===== src/tof_pkg.sv =====
// Package for trajectory_outlier_filter: sizes, constants, controller/datapath command types.
// No dependencies.
package tof_pkg;
   localparam int HistDepth   = 20;
   localparam int CheckWindow = 10;
   localparam int IdxW        = $clog2(HistDepth);
   localparam int CntW        = $clog2(HistDepth + 1);
   localparam logic [20:0] SpeedSat = 21'd2097151;
   localparam logic [25:0] FloorDist = 26'd100;
   localparam logic [20:0] FloorSpeed = 21'd100;
   localparam logic [20:0] MinThreshold = 21'd300;
   localparam logic [0:0] CsrSpeedLimit = 1'b0;
   localparam logic [0:0] CsrGapLimit = 1'b1;

   typedef struct packed {
      logic load_fix;    // capture input item
      logic clear_acc;   // clear mean accumulators
      logic pair_start;  // start a speed with old=a, new=b
      logic new_is_fix;  // newer point is the incoming fix
      logic [IdxW-1:0] idx_a;
      logic [IdxW-1:0] idx_b;
      logic acc_mean;    // fold finished speed into mean stats
      logic mean_start;  // start trimmed mean division
      logic clear_win;
      logic acc_win;     // fold finished speed into window stats
   } tof_cmd_type;

   typedef struct packed {
      logic speed_done;
      logic mean_done;
      logic gap_over;    // fix vs entry idx_a
      logic reject;
   } tof_sts_type;
endpackage


===== src/tof_datapath.sv =====
// Datapath: history memory, pair speed unit with iterative divider, mean and window stats.
// Depends on tof_pkg.
module tof_datapath (
   input  logic clock,
   input  logic reset,
   input  tof_pkg::tof_cmd_type cmd,
   output tof_pkg::tof_sts_type sts,
   input  logic [19:0] speed_limit,
   input  logic [31:0] gap_limit_ms,
   input  logic [31:0] in_time,
   input  logic [23:0] in_x,
   input  logic [23:0] in_y,
   input  logic        wr_en,
   input  logic [tof_pkg::IdxW-1:0] wr_idx
);
   import tof_pkg::*;

   logic [79:0] hist_mem [HistDepth];
   logic [79:0] rd_a_ff, rd_b_ff;
   logic [31:0] fix_t_ff;
   logic [23:0] fix_x_ff, fix_y_ff;

   always_ff @(posedge clock) begin
      if (cmd.load_fix) begin
         fix_t_ff <= in_time;
         fix_x_ff <= in_x;
         fix_y_ff <= in_y;
      end
      if (wr_en) hist_mem[wr_idx] <= {fix_t_ff, fix_x_ff, fix_y_ff};
      rd_a_ff <= hist_mem[cmd.idx_a];
      rd_b_ff <= hist_mem[cmd.idx_b];
   end

   // pair operands
   logic [31:0] tn, to_w;
   logic [23:0] xn, yn, xo, yo;
   always_comb begin
      {to_w, xo, yo} = rd_a_ff;
      if (cmd.new_is_fix) begin
         tn = fix_t_ff; xn = fix_x_ff; yn = fix_y_ff;
      end else begin
         {tn, xn, yn} = rd_b_ff;
      end
   end

   logic [24:0] dx, dy, adx, ady;
   logic [31:0] dt;
   assign dx  = {xn[23], xn} - {xo[23], xo};
   assign dy  = {yn[23], yn} - {yo[23], yo};
   assign adx = dx[24] ? -dx : dx;
   assign ady = dy[24] ? -dy : dy;
   assign dt  = tn - to_w;
   assign sts.gap_over = !dt[31] && (dt > gap_limit_ms);

   // speed divider: 36-bit dividend, restoring, one bit per cycle
   logic [25:0] dist_ff;
   logic [35:0] quo_ff;
   logic [31:0] rem_ff, dvs_ff;
   logic [5:0]  sbit_ff;
   logic        sbusy_ff, sdone_ff, dtpos_ff;
   logic [20:0] speed;
   logic [32:0] trial;
   assign trial = {rem_ff, quo_ff[35]} - {1'b0, dvs_ff};

   always_ff @(posedge clock) begin
      if (reset) begin
         sbusy_ff <= 1'b0;
         sdone_ff <= 1'b0;
      end else begin
         sdone_ff <= 1'b0;
         if (cmd.pair_start) begin
            sbusy_ff <= 1'b1;
            sbit_ff  <= 6'd0;
         end else if (sbusy_ff) begin
            sbit_ff <= sbit_ff + 6'd1;
            if (sbit_ff == 6'd35) begin
               sbusy_ff <= 1'b0;
               sdone_ff <= 1'b1;
            end
         end
      end
      if (cmd.pair_start) begin
         dist_ff  <= {1'b0, adx} + {1'b0, ady};
         quo_ff   <= 36'({1'b0, adx} + {1'b0, ady}) * 36'd1000;
         rem_ff   <= '0;
         dvs_ff   <= dt;
         dtpos_ff <= !dt[31] && (dt != 32'd0);
      end else if (sbusy_ff) begin
         if (!trial[32]) begin
            rem_ff <= trial[31:0];
            quo_ff <= {quo_ff[34:0], 1'b1};
         end else begin
            rem_ff <= {rem_ff[30:0], quo_ff[35]};
            quo_ff <= {quo_ff[34:0], 1'b0};
         end
      end
   end

   always_comb begin
      logic [20:0] s;
      s = '0;
      if (dtpos_ff) s = (quo_ff > 36'(SpeedSat)) ? SpeedSat : quo_ff[20:0];
      if (({1'b0, s, 1'b0} < {3'b0, speed_limit}) && (dist_ff < FloorDist)) s = FloorSpeed;
      speed = s;
   end
   assign sts.speed_done = sdone_ff;

   // mean stats
   logic [28:0] msum_ff;
   logic [20:0] mmax_ff, mmin_ff;
   logic [8:0]  mcnt_ff;
   logic        in_lim;
   assign in_lim = {1'b0, speed} <= {2'b0, speed_limit};
   always_ff @(posedge clock) begin
      if (cmd.clear_acc) begin
         msum_ff <= '0; mcnt_ff <= '0; mmax_ff <= '0; mmin_ff <= '0;
      end else if (cmd.acc_mean && in_lim) begin
         if (mcnt_ff == 9'd0 || speed > mmax_ff) mmax_ff <= speed;
         if (mcnt_ff == 9'd0 || speed < mmin_ff) mmin_ff <= speed;
         msum_ff <= msum_ff + 29'(speed);
         mcnt_ff <= mcnt_ff + 9'd1;
      end
   end

   // mean divider
   logic [28:0] mq_ff;
   logic [8:0]  mr_ff, md_ff;
   logic [4:0]  mbit_ff;
   logic        mbusy_ff, mdone_ff;
   logic [9:0]  mtrial;
   logic [20:0] mean_ff;
   assign mtrial = {mr_ff, mq_ff[28]} - {1'b0, md_ff};
   always_ff @(posedge clock) begin
      if (reset) begin
         mbusy_ff <= 1'b0;
         mdone_ff <= 1'b0;
      end else begin
         mdone_ff <= 1'b0;
         if (cmd.mean_start) begin
            mbusy_ff <= mcnt_ff > 9'd2;
            mdone_ff <= !(mcnt_ff > 9'd2);
            mbit_ff  <= '0;
         end else if (mbusy_ff) begin
            mbit_ff <= mbit_ff + 5'd1;
            if (mbit_ff == 5'd28) begin
               mbusy_ff <= 1'b0;
               mdone_ff <= 1'b1;
            end
         end
      end
      if (cmd.mean_start) begin
         mq_ff <= msum_ff - 29'(mmax_ff) - 29'(mmin_ff);
         mr_ff <= '0;
         md_ff <= mcnt_ff - 9'd2;
         mean_ff <= '0;
      end else if (mbusy_ff) begin
         if (!mtrial[9]) begin
            mr_ff <= mtrial[8:0];
            mq_ff <= {mq_ff[27:0], 1'b1};
         end else begin
            mr_ff <= {mr_ff[7:0], mq_ff[28]};
            mq_ff <= {mq_ff[27:0], 1'b0};
         end
         if (mbit_ff == 5'd28) mean_ff <= 21'({mq_ff[27:0], !mtrial[9]});
      end
   end
   assign sts.mean_done = mdone_ff;

   // window stats
   logic [25:0] wsum_ff;
   logic [4:0]  viol_ff;
   logic [22:0] mean3;
   logic        violates;
   assign mean3 = 23'(mean_ff) * 23'd3;
   assign violates = (speed > 21'(speed_limit)) ||
                     (({1'b0, speed, 1'b0} > mean3) && (speed > MinThreshold));
   always_ff @(posedge clock) begin
      if (cmd.clear_win) begin
         wsum_ff <= '0; viol_ff <= '0;
      end else if (cmd.acc_win) begin
         wsum_ff <= wsum_ff + 26'(speed);
         if (violates) viol_ff <= viol_ff + 5'd1;
      end
   end
   assign sts.reject = (viol_ff > 5'd5) ||
      ((viol_ff > 5'd2) && ({wsum_ff, 1'b0} > 27'(mean3) * 27'(CheckWindow)));
endmodule


===== src/tof_control.sv =====
// Controller: sequences append, gap check, pairwise mean and window check per fix.
// Depends on tof_pkg.
module tof_control (
   input  logic clock,
   input  logic reset,
   input  logic req_valid,
   output logic req_stall,
   input  logic req_fix_valid,
   output logic rsp_valid,
   input  logic rsp_stall,
   output logic rsp_accepted,
   output logic rsp_rejected,
   output logic [4:0] rsp_history_count,
   output tof_pkg::tof_cmd_type cmd,
   input  tof_pkg::tof_sts_type sts,
   output logic wr_en,
   output logic [tof_pkg::IdxW-1:0] wr_idx
);
   import tof_pkg::*;

   localparam logic [3:0] S_IDLE = 4'd0, S_DECIDE = 4'd1, S_GAPRD = 4'd2,
      S_GAPCHK = 4'd3, S_PRD = 4'd4, S_PSTART = 4'd5, S_PWAIT = 4'd6,
      S_MWAIT = 4'd7, S_WRD = 4'd8, S_WSTART = 4'd9, S_WWAIT = 4'd10,
      S_FINAL = 4'd11, S_OUT = 4'd12, S_MSTART = 4'd13;

   logic [3:0] state_ff, state_in;
   logic [IdxW-1:0] base_ff, base_in;     // circular start of history
   logic [CntW-1:0] cnt_ff, cnt_in;
   logic [CntW-1:0] i_ff, i_in, j_ff, j_in;
   logic vld_ff, vld_in;
   logic acc_ff, acc_in, rej_ff, rej_in;
   logic rsp_valid_ff, rsp_valid_in;

   function automatic logic [IdxW-1:0] phys(input logic [IdxW-1:0] b,
                                             input logic [CntW-1:0] k);
      logic [CntW:0] s;
      s = (CntW+1)'(b) + (CntW+1)'(k);
      if (s >= (CntW+1)'(HistDepth)) s = s - (CntW+1)'(HistDepth);
      return IdxW'(s);
   endfunction

   assign req_stall = (state_ff != S_IDLE) || rsp_valid_ff;
   assign rsp_valid = rsp_valid_ff;
   assign rsp_accepted = acc_ff;
   assign rsp_rejected = rej_ff;
   assign rsp_history_count = 5'(cnt_ff);

   always_comb begin
      state_in = state_ff; base_in = base_ff; cnt_in = cnt_ff;
      i_in = i_ff; j_in = j_ff; vld_in = vld_ff;
      acc_in = acc_ff; rej_in = rej_ff; rsp_valid_in = rsp_valid_ff;
      cmd = '0; wr_en = 1'b0; wr_idx = phys(base_ff, cnt_ff);
      cmd.idx_a = phys(base_ff, i_ff);
      cmd.idx_b = phys(base_ff, j_ff);
      if (rsp_valid_ff && !rsp_stall) rsp_valid_in = 1'b0;
      unique case (state_ff)
         S_IDLE: if (req_valid && !req_stall) begin
            cmd.load_fix = 1'b1;
            vld_in = req_fix_valid;
            state_in = S_DECIDE;
         end
         S_DECIDE: begin
            acc_in = 1'b0; rej_in = 1'b0;
            if (!vld_ff) state_in = S_OUT;
            else if (cnt_ff < CntW'(CheckWindow)) begin
               if (cnt_ff >= CntW'(HistDepth)) begin
                  base_in = phys(base_ff, CntW'(1));
                  wr_idx = base_ff;
               end else cnt_in = cnt_ff + CntW'(1);
               wr_en = 1'b1; acc_in = 1'b1; state_in = S_OUT;
            end else begin
               if (cnt_ff >= CntW'(HistDepth)) begin
                  base_in = phys(base_ff, CntW'(1));
                  cnt_in = cnt_ff - CntW'(1);
               end
               i_in = cnt_in - CntW'(1);
               state_in = S_GAPRD;
            end
         end
         S_GAPRD: state_in = S_GAPCHK;
         S_GAPCHK: begin
            // address issued last cycle with i; read data valid now
            cmd.new_is_fix = 1'b1;
            if (sts.gap_over) begin
               cnt_in = CntW'(1);
               wr_idx = base_ff; wr_en = 1'b1;
               acc_in = 1'b1; state_in = S_OUT;
            end else begin
               cmd.clear_acc = 1'b1;
               i_in = '0; j_in = CntW'(1);
               state_in = S_PRD;
            end
         end
         S_PRD: state_in = S_PSTART;
         S_PSTART: begin
            cmd.pair_start = 1'b1;
            state_in = S_PWAIT;
         end
         S_PWAIT: if (sts.speed_done) begin
            cmd.acc_mean = 1'b1;
            if (j_ff + CntW'(1) < cnt_ff) begin
               j_in = j_ff + CntW'(1); state_in = S_PRD;
            end else if (i_ff + CntW'(2) < cnt_ff) begin
               i_in = i_ff + CntW'(1); j_in = i_ff + CntW'(2); state_in = S_PRD;
            end else begin
               state_in = S_MSTART;
            end
         end
         S_MSTART: begin
            cmd.mean_start = 1'b1; state_in = S_MWAIT;
         end
         S_MWAIT: if (sts.mean_done) begin
            cmd.clear_win = 1'b1;
            i_in = cnt_ff - CntW'(1); j_in = CntW'(1);
            state_in = S_WRD;
         end
         S_WRD: state_in = S_WSTART;
         S_WSTART: begin
            cmd.new_is_fix = 1'b1;
            cmd.pair_start = 1'b1;
            state_in = S_WWAIT;
         end
         S_WWAIT: if (sts.speed_done) begin
            cmd.acc_win = 1'b1;
            if (j_ff < CntW'(CheckWindow) && j_ff < cnt_ff) begin
               j_in = j_ff + CntW'(1); i_in = i_ff - CntW'(1); state_in = S_WRD;
            end else state_in = S_FINAL;
         end
         S_FINAL: begin
            if (sts.reject) rej_in = 1'b1;
            else begin
               wr_en = 1'b1; cnt_in = cnt_ff + CntW'(1); acc_in = 1'b1;
            end
            state_in = S_OUT;
         end
         S_OUT: if (!rsp_valid_ff) begin
            rsp_valid_in = 1'b1; state_in = S_IDLE;
         end
         default: state_in = S_IDLE;
      endcase
   end

   always_ff @(posedge clock) begin
      if (reset) begin
         state_ff <= S_IDLE; base_ff <= '0; cnt_ff <= '0;
         rsp_valid_ff <= 1'b0; acc_ff <= 1'b0; rej_ff <= 1'b0;
         i_ff <= '0; j_ff <= '0; vld_ff <= 1'b0;
      end else begin
         state_ff <= state_in; base_ff <= base_in; cnt_ff <= cnt_in;
         rsp_valid_ff <= rsp_valid_in; acc_ff <= acc_in; rej_ff <= rej_in;
         i_ff <= i_in; j_ff <= j_in; vld_ff <= vld_in;
      end
   end
endmodule


===== src/trajectory_outlier_filter.sv =====
// Trajectory outlier filter for timestamped 2D position fixes.
// Channels: req_ input fixes and rsp_ results, valid/stall; csr_ writes with valid/ready.
// One item at a time: req_stall is high from acceptance until the result is taken.
// Invalid fix, short history or gap over: result after the decide or gap-check state.
// Full check: a memory read, a start and a bit-serial speed division per history
// pair, for all pairs (171 at 19 entries), then the trimmed mean division, then the
// same for up to 10 window pairs of the fix against the newest entries.
// The single bit-serial speed divider is shared by all of these pairs.
// History is a 20-entry circular memory; entries beyond the count are never read.
// Reset: synchronous, clears count and controller, sets registers (speed_limit 5000,
// gap_limit_ms 300000). The memory itself is not cleared.
// A result is held in rsp_ ports while rsp_stall is high; no new fix is accepted
// until it is transferred.
// csr_ready is always high; writes are meant only while idle.
// Indexes beyond the register list are ignored.
module trajectory_outlier_filter (
   input  logic        clock,
   input  logic        reset,
   input  logic        req_valid,
   output logic        req_stall,
   input  logic        req_fix_valid,
   input  logic [31:0] req_capture_time_ms,
   input  logic signed [23:0] req_pos_x,
   input  logic signed [23:0] req_pos_y,
   output logic        rsp_valid,
   input  logic        rsp_stall,
   output logic        rsp_accepted,
   output logic        rsp_rejected,
   output logic [4:0]  rsp_history_count,
   input  logic        csr_valid,
   output logic        csr_ready,
   input  logic [0:0]  csr_index,
   input  logic [31:0] csr_data
);
   import tof_pkg::*;

   logic [19:0] speed_limit_ff;
   logic [31:0] gap_limit_ff;
   tof_cmd_type cmd;
   tof_sts_type sts;
   logic wr_en;
   logic [IdxW-1:0] wr_idx;

   assign csr_ready = 1'b1;
   always_ff @(posedge clock) begin
      if (reset) begin
         speed_limit_ff <= 20'd5000;
         gap_limit_ff   <= 32'd300000;
      end else if (csr_valid) begin
         if (csr_index == CsrSpeedLimit) speed_limit_ff <= csr_data[19:0];
         if (csr_index == CsrGapLimit) gap_limit_ff <= csr_data;
      end
   end

   tof_control u_ctrl (
      .clock, .reset, .req_valid, .req_stall, .req_fix_valid,
      .rsp_valid, .rsp_stall, .rsp_accepted, .rsp_rejected, .rsp_history_count,
      .cmd, .sts, .wr_en, .wr_idx
   );

   tof_datapath u_dp (
      .clock, .reset, .cmd, .sts,
      .speed_limit(speed_limit_ff), .gap_limit_ms(gap_limit_ff),
      .in_time(req_capture_time_ms), .in_x(req_pos_x), .in_y(req_pos_y),
      .wr_en, .wr_idx
   );
endmodule


===== config.mk =====
export PLATFORM = sky130hd
export DESIGN_NAME = trajectory_outlier_filter
export DESIGN_NICKNAME = d
export VERILOG_FILES = /design/src/tof_pkg.sv /design/src/tof_datapath.sv /design/src/tof_control.sv /design/src/trajectory_outlier_filter.sv
export SDC_FILE = /design/constraint.sdc
export NUM_CORES = 2
export LEC_CHECK = 0
export ABC_CLOCK_PERIOD_IN_PS = 35100
export BUFFER_PORTS_ARGS = -buffer_cell sky130_fd_sc_hd__buf_2
export CORE_UTILIZATION = 35
export DETAILED_ROUTE_END_ITERATION = 8
export PLACE_DENSITY = 0.51
export SLEW_MARGIN = 20
export SYNTH_ARGS = -nofsm -noshare
export SYNTH_HDL_FRONTEND = slang
export SYNTH_SLANG_ARGS = --single-unit

===== constraint.sdc =====
create_clock -name clock -period 35.1 [get_ports clock]
set_input_delay 1.755 -clock clock [delete_from_list [all_inputs] [get_ports clock]]
set_output_delay 1.755 -clock clock [all_outputs]
set_load 0.005 [all_outputs]

After elaboration in Yosys (flattened, before gate mapping) --
Memories as Yosys holds them, arrays and structs flattened. A register that Yosys moved wholly into a read port is not among the register bits. Index checks and enable logic that the tools add are counted.
Storage, ports and cells: register bits after elaboration 481, memory bits (writable) 1600, bits of input ports 119, output and inout bits 10, word-level logic and storage cells 283, memories kept 1
Memories:
- u_dp.hist_mem | words 20, width 80, rd ports 2, clocked after memory_dff 2, write ports 1, line tof_datapath.sv:18 | logic [79:0] hist_mem [HistDepth];
Cells by class: $add $sub $neg 33, $mul 3, $lt $le $gt $ge 24, equality and inequality tests 31, mux-type cells 104, bitwise operators 3, reduce and logical (&&, ||, !) cells 48
Operators by type and width (count):
- 5-bit two-way mux | 34
- 36-bit two-way mux | 2
- 32-bit two-way mux | 2
- 21-bit two-way mux | 3
- 29-bit two-way mux | 2
- 29-bit by 21-bit subtractor with 29-bit output | 2
- 4-bit one-hot mux with 14 select lines | 1
- 25-bit by 25-bit adder with 26-bit output | 2
- 25-bit two-way mux | 2
- 25-bit negator | 2
- 24-bit by 24-bit subtractor with 25-bit output | 2
- 24-bit two-way mux | 2
- 4-bit two-way mux | 10
- 36-bit by 21-bit > comparator with 1-bit output (second input constant) | 1
- 36-bit by 7-bit multiplier with 33-bit output (second input constant) | 1
- 1-bit two-way mux | 36
- 33-bit by 32-bit subtractor with 33-bit output | 1
- 32-bit > comparator | 1
- 32-bit nonzero test | 1
- 32-bit subtractor | 1
- 29-bit by 21-bit adder with 29-bit output | 1
- 27-bit > comparator | 1
- 26-bit by 21-bit adder with 26-bit output | 1
- 26-bit by 7-bit < comparator with 1-bit output (second input constant) | 1
- 62 further kinds | 134

Logic depth before layout (Yosys ltp) --
depth after elaboration 11, mapped depth 48, gate-level depth less buffers 42

By module --
From an unflattened synthesis, not the netlist that was laid out.
Unflattened totals: cells, all modules 8057, area total of the unflattened synthesis 119405.8 µm²
Modules (own cells, without submodules):
- tof_datapath | instances 1, cells each 7371, area an instance 113590.2 µm², seq. area each 61428.9 µm²
- tof_control | instances 1, cells each 471, area an instance 3604.7 µm², seq. area each 560.5 µm²
- trajectory_outlier_filter | instances 1, cells each 215, area an instance 2210.9 µm², seq. area each 1041.0 µm²

Worst setup path after synthesis --
No wires, ideal clock.
path type reg-to-reg, start point register u_ctrl.state_ff[3], end point register u_dp.quo_ff[35], data pin, data arrival time 11.515 ns, slack 23.319 ns, stages on the path, launching flop included 48, cells stage by stage dfxtp_1 -> clkbuf_1 -> xor2_1 -> and3_1 -> clkbuf_1 -> clkbuf_1 -> buf_1 -> mux2i_1 -> ha_1 -> inv_1 -> fa_1 -> a211o_1 -> a21oi_2 -> o211ai_1 -> nand3_1 -> a21oi_1 -> o21a_1 -> o31ai_1 -> (+12 left out) -> a21o_1 -> a311o_1 -> xor2_1 -> ha_1 -> inv_1 -> fa_1 -> fa_1 -> inv_1 -> fa_1 -> ha_1 -> a21o_1 -> a2111oi_0 -> nor3_1 -> a311o_1 -> a2111oi_0 -> o31ai_1 -> xnor2_1 -> o21ai_0
Between the ends: cells in the longest elaborated chain, start to end 10, elaborated cells on any way between the ends 18, those cells by class 5 x add/sub; 1 x mul; 3 x eq/ne; 7 x mux; 2 x reduce/logical
Ends and longest elaborated chain:
- from (decl) | line tof_control.sv:26 | logic [3:0] state_ff, state_in;
- from (signal assigned) | line tof_control.sv:149 | state_ff <= state_in; base_ff <= base_in; cnt_ff <= cnt_in;
- 4-bit by 2-bit equality test with 1-bit output / 4-bit equality test (equally long branches) | line tof_control.sv:56 | unique case (state_ff)
- 2-bit OR reduction (no line)
- 1-bit two-way mux | line tof_control.sv:56
- 24-bit two-way mux | line tof_datapath.sv:39 | if (cmd.new_is_fix) begin
- 24-bit by 24-bit subtractor with 25-bit output, on equally long branches | line tof_datapath.sv:48, tof_datapath.sv:49
- 25-bit negator, on equally long branches | line tof_datapath.sv:50, tof_datapath.sv:51
- 25-bit two-way mux, on equally long branches | line tof_datapath.sv:50, tof_datapath.sv:51
- 25-bit by 25-bit adder with 26-bit output | line tof_datapath.sv:84 | quo_ff <= 36'({1'b0, adx} + {1'b0, ady}) * 36'd1000;
- 36-bit by 7-bit multiplier with 33-bit output | line tof_datapath.sv:84
- 36-bit two-way mux * | line tof_datapath.sv:82 | if (cmd.pair_start) begin
- to (signal assigned) | line tof_datapath.sv:84
- to (signal assigned) | line tof_datapath.sv:91 | quo_ff <= {quo_ff[34:0], 1'b1};
- to (signal assigned) | line tof_datapath.sv:94 | quo_ff <= {quo_ff[34:0], 1'b0};
- to (decl) | line tof_datapath.sv:57 | logic [35:0] quo_ff;
Every way passes the cells marked *; elsewhere a longest branch is shown, timed or not. A chain may end at the register's enable or synchronous reset.

Worst setup path in the final report --
Ends and elaborated chain as after synthesis.

==> metrics.md <==
| Metric | Value |
|---|---|
| Critical Path AT | `14.19 ns` |
| GR Overflow Total | `0` |
| Mapped Area | `119200 µm²` |
| Clk root buf | `clkbuf_16` |
| Synth area leader | `edfxtp_1` |
| Hold Crit Class | `reg2reg` |
| Htree depth | `5` |
| Crit. End Element | `register` |
| Vias | `73410` |
| Chip Width | `585.5 µm` |
| Synthesized net count | `8992` |
| Post-synthesis sequential area ratio | `0.5290` |
| Synth Register Bits | `2239` |
| Nets | `9167` |
| Skew-Pair Late Insertion Delay | `0.90 ns` |
| Slew @ Worst Pin | `1.415 ns` |
| Total die area | `342800 µm²` |
| Ys async rst share | `0` |
| # Post-CTS Setup Buffers | `0` |
| Final Setup Violations | `0` |
| Ys flop type | `edfxtp_1` |
| Synth Instances | `8194` |
| Post-CTS sizing | `0` |
| CTS Hold Bufs | `0` |
| Final worst path period share | `0.3879` |
| Setup_tns | `0 ns` |
| Pre-antenna DRT Iters | `6` |
| CTS tree | `built` |
| Residual DRC | `0` |
| Crit Path Category | `reg2reg` |
| Share of layout cells above drive strength 1 | `0.2309` |
| Clock buffer depth | `4` |
| IO Pins | `129` |
| Synth warn | `0` |
| Antenna violations before repair | `14` |
| Post-synth EDFFs | `1819` |
| Share of the synthesized area in the top cell type | `0.4584` |
| Crit path max fanout | `42` |
| Max_cap viols | `0` |
| Final hold violation count | `0` |
| RSZ-0062 raised after global routing | `no` |
| CTS clk-pin slew, worst paths | `0.06 ns` |
| Startpoint Class | `register` |
| CP peak stage delay | `0.69 ns` |
| Worst Path Required | `35.67 ns` |
| RePlAce Congestion | `0.8439` |
| GRT Total Usage | `0.2006` |
| Status | `complete, no violations` |
| First-pass GRT wire length | `510900 µm` |
| ANT nets after route | `0` |
| Drt initial violations | `6488` |
| Clock Skew | `0.07718 ns` |
| CP max-delay cell | `o31ai_1` |
| Syn Area/Cell | `14.54 µm²` |
| Fmax | `73.44 MHz` |
| Most frequent cell after synthesis | `edfxtp_1` |
| Slew HR | `0.05640` |
| Area contributors post-synth | `edfxtp_1 (46%), mux4_2 (18%), dfxtp_1 (7.1%), ha_1 (5.9%), mux2_2 (2.3%)` |
| Area Growth Syn to Fin | `12.82%` |
| Clk sinks | `2239` |
| Vias in the first global route | `75720` |
| Chip Height | `585.5 µm` |
| Largest net degree at the start of global routing | `117` |
| Min Tclk post-route | `13.62 ns` |
| Initial Util | `0.3529` |
| CTS buffer count | `267` |
| Std-Cell Rows | `213` |
| Max Transition Viols Final | `0` |
| Vias/cell | `5.604` |
| Estimated wirelength of the detail-placed design | `217200 µm` |
| Routed WL | `346900 µm` |
| Core footprint | `337700 µm²` |
| Mean routed wirelength per cell | `26.48 µm` |
| Synth top cells by count | `edfxtp_1 (1819), mux4_2 (960), ha_1 (561)` |
| Yosys cell types | `100` |
| Port buffer count | `127` |
[layer usage]
layer | global-route usage | wire length [µm]
met5 | 0 | 13
met4 | 0.04923 | 8544
met3 | 0.02828 | 19090
met2 | 0.3336 | 166600
met1 | 0.2764 | 152700
[layout by cell type (no fill, tap or decap), drive strengths merged, types with 222 or more instances in the layout]
master  synthesis  final
clkbuf        345    363
mux2          239    239
buf            29    280
mux4          960    960
o21ai         297    297
a21oi         405    405
xnor2         222    222
edfxtp       1819   1819
dfxtp         420    420
nand2         483    483
inv           495    511
nor2          376    376
ha            561    561
[critical path, delay by kind of cell, from the launching register on]
family / cells / cell delay, ns
compound gates: 20 / 6.20
simple gates: 5 / 1.13
buf+inv: 4 / 0.98
xor+xnor: 3 / 0.88
mux: 1 / 0.41
fa+ha+maj: 7 / 2.87
flops: 1 / 0.68
[area by class of cell]
| type | count | area [µm²] |
|---|---|---|
| fill | 30910 | 203200 |
| sequential | 2239 | 63030 |
| multi-input combinational | 5085 | 53240 |
| clock buffer | 363 | 7535 |
| tap | 4515 | 5649 |
| timing repair buffer | 280 | 1909 |
| inverter | 496 | 1862 |
| clock inverter | 121 | 1190 |
| antenna | 2 | 5.005 |
[worst paths after layout]
check                                   startpoint            endpoint  slack, ns  depth (start not counted)
worst min-delay path            speed_limit_ff[11]  speed_limit_ff[11]       0.46                          2
worst min register to register  speed_limit_ff[11]  speed_limit_ff[11]       0.46                          2
worst max-delay path            u_ctrl.state_ff[3]     u_dp.quo_ff[35]      21.48                         40
worst max register to register  u_ctrl.state_ff[3]     u_dp.quo_ff[35]      21.48                         40
[logic make-up (layout without fill, tap and decap cells)]
kind of cell | Yosys count | count (layout) | synth area share
flip-flops | 2239 | 2239 | 0.5290
AND/OR/NAND/NOR | 1503 | 1503 | 0.06017
AO/OA/AOI/OAI | 1280 | 1280 | 0.06856
multiplexers | 1273 | 1273 | 0.2103
buffers and inverters | 870 | 1260 | 0.02754
adder cells (fa/ha/maj) | 684 | 684 | 0.07916
XOR/XNOR | 344 | 344 | 0.02529
other | 1 | 3 | 0.00003147
[registers in the layout, indices dropped and copies added (netlist names), 26 cells and up]
signal / count
u_dp.fix_t_ff: 32
u_dp.hist_mem: 1600
gap_limit_ff: 32
u_dp.wsum_ff: 26
u_dp.rem_ff: 32
u_dp.mq_ff: 29
u_dp.rd_b_ff: 80
u_dp.quo_ff: 36
u_dp.dvs_ff: 32
u_dp.msum_ff: 29
u_dp.rd_a_ff: 80
[metrics by stage]
step	worst slack [ns]	cells	area, µm²	util	hold WS, ns
floorplan	23.32	8194	119200	-	0.4363
global placement	21.86	12620	125600	0.3721	0.4502
detailed placement	21.61	12620	125700	0.3722	0.4471
CTS	21.53	13100	134400	0.3980	0.4563
global route	20.37	13100	134400	0.3981	0.4745
finish	21.48	13100	134400	0.3981	0.4557
Power is not shown: default switching activity piles up to over one toggle a cycle in this logic, so the estimate is an artifact.
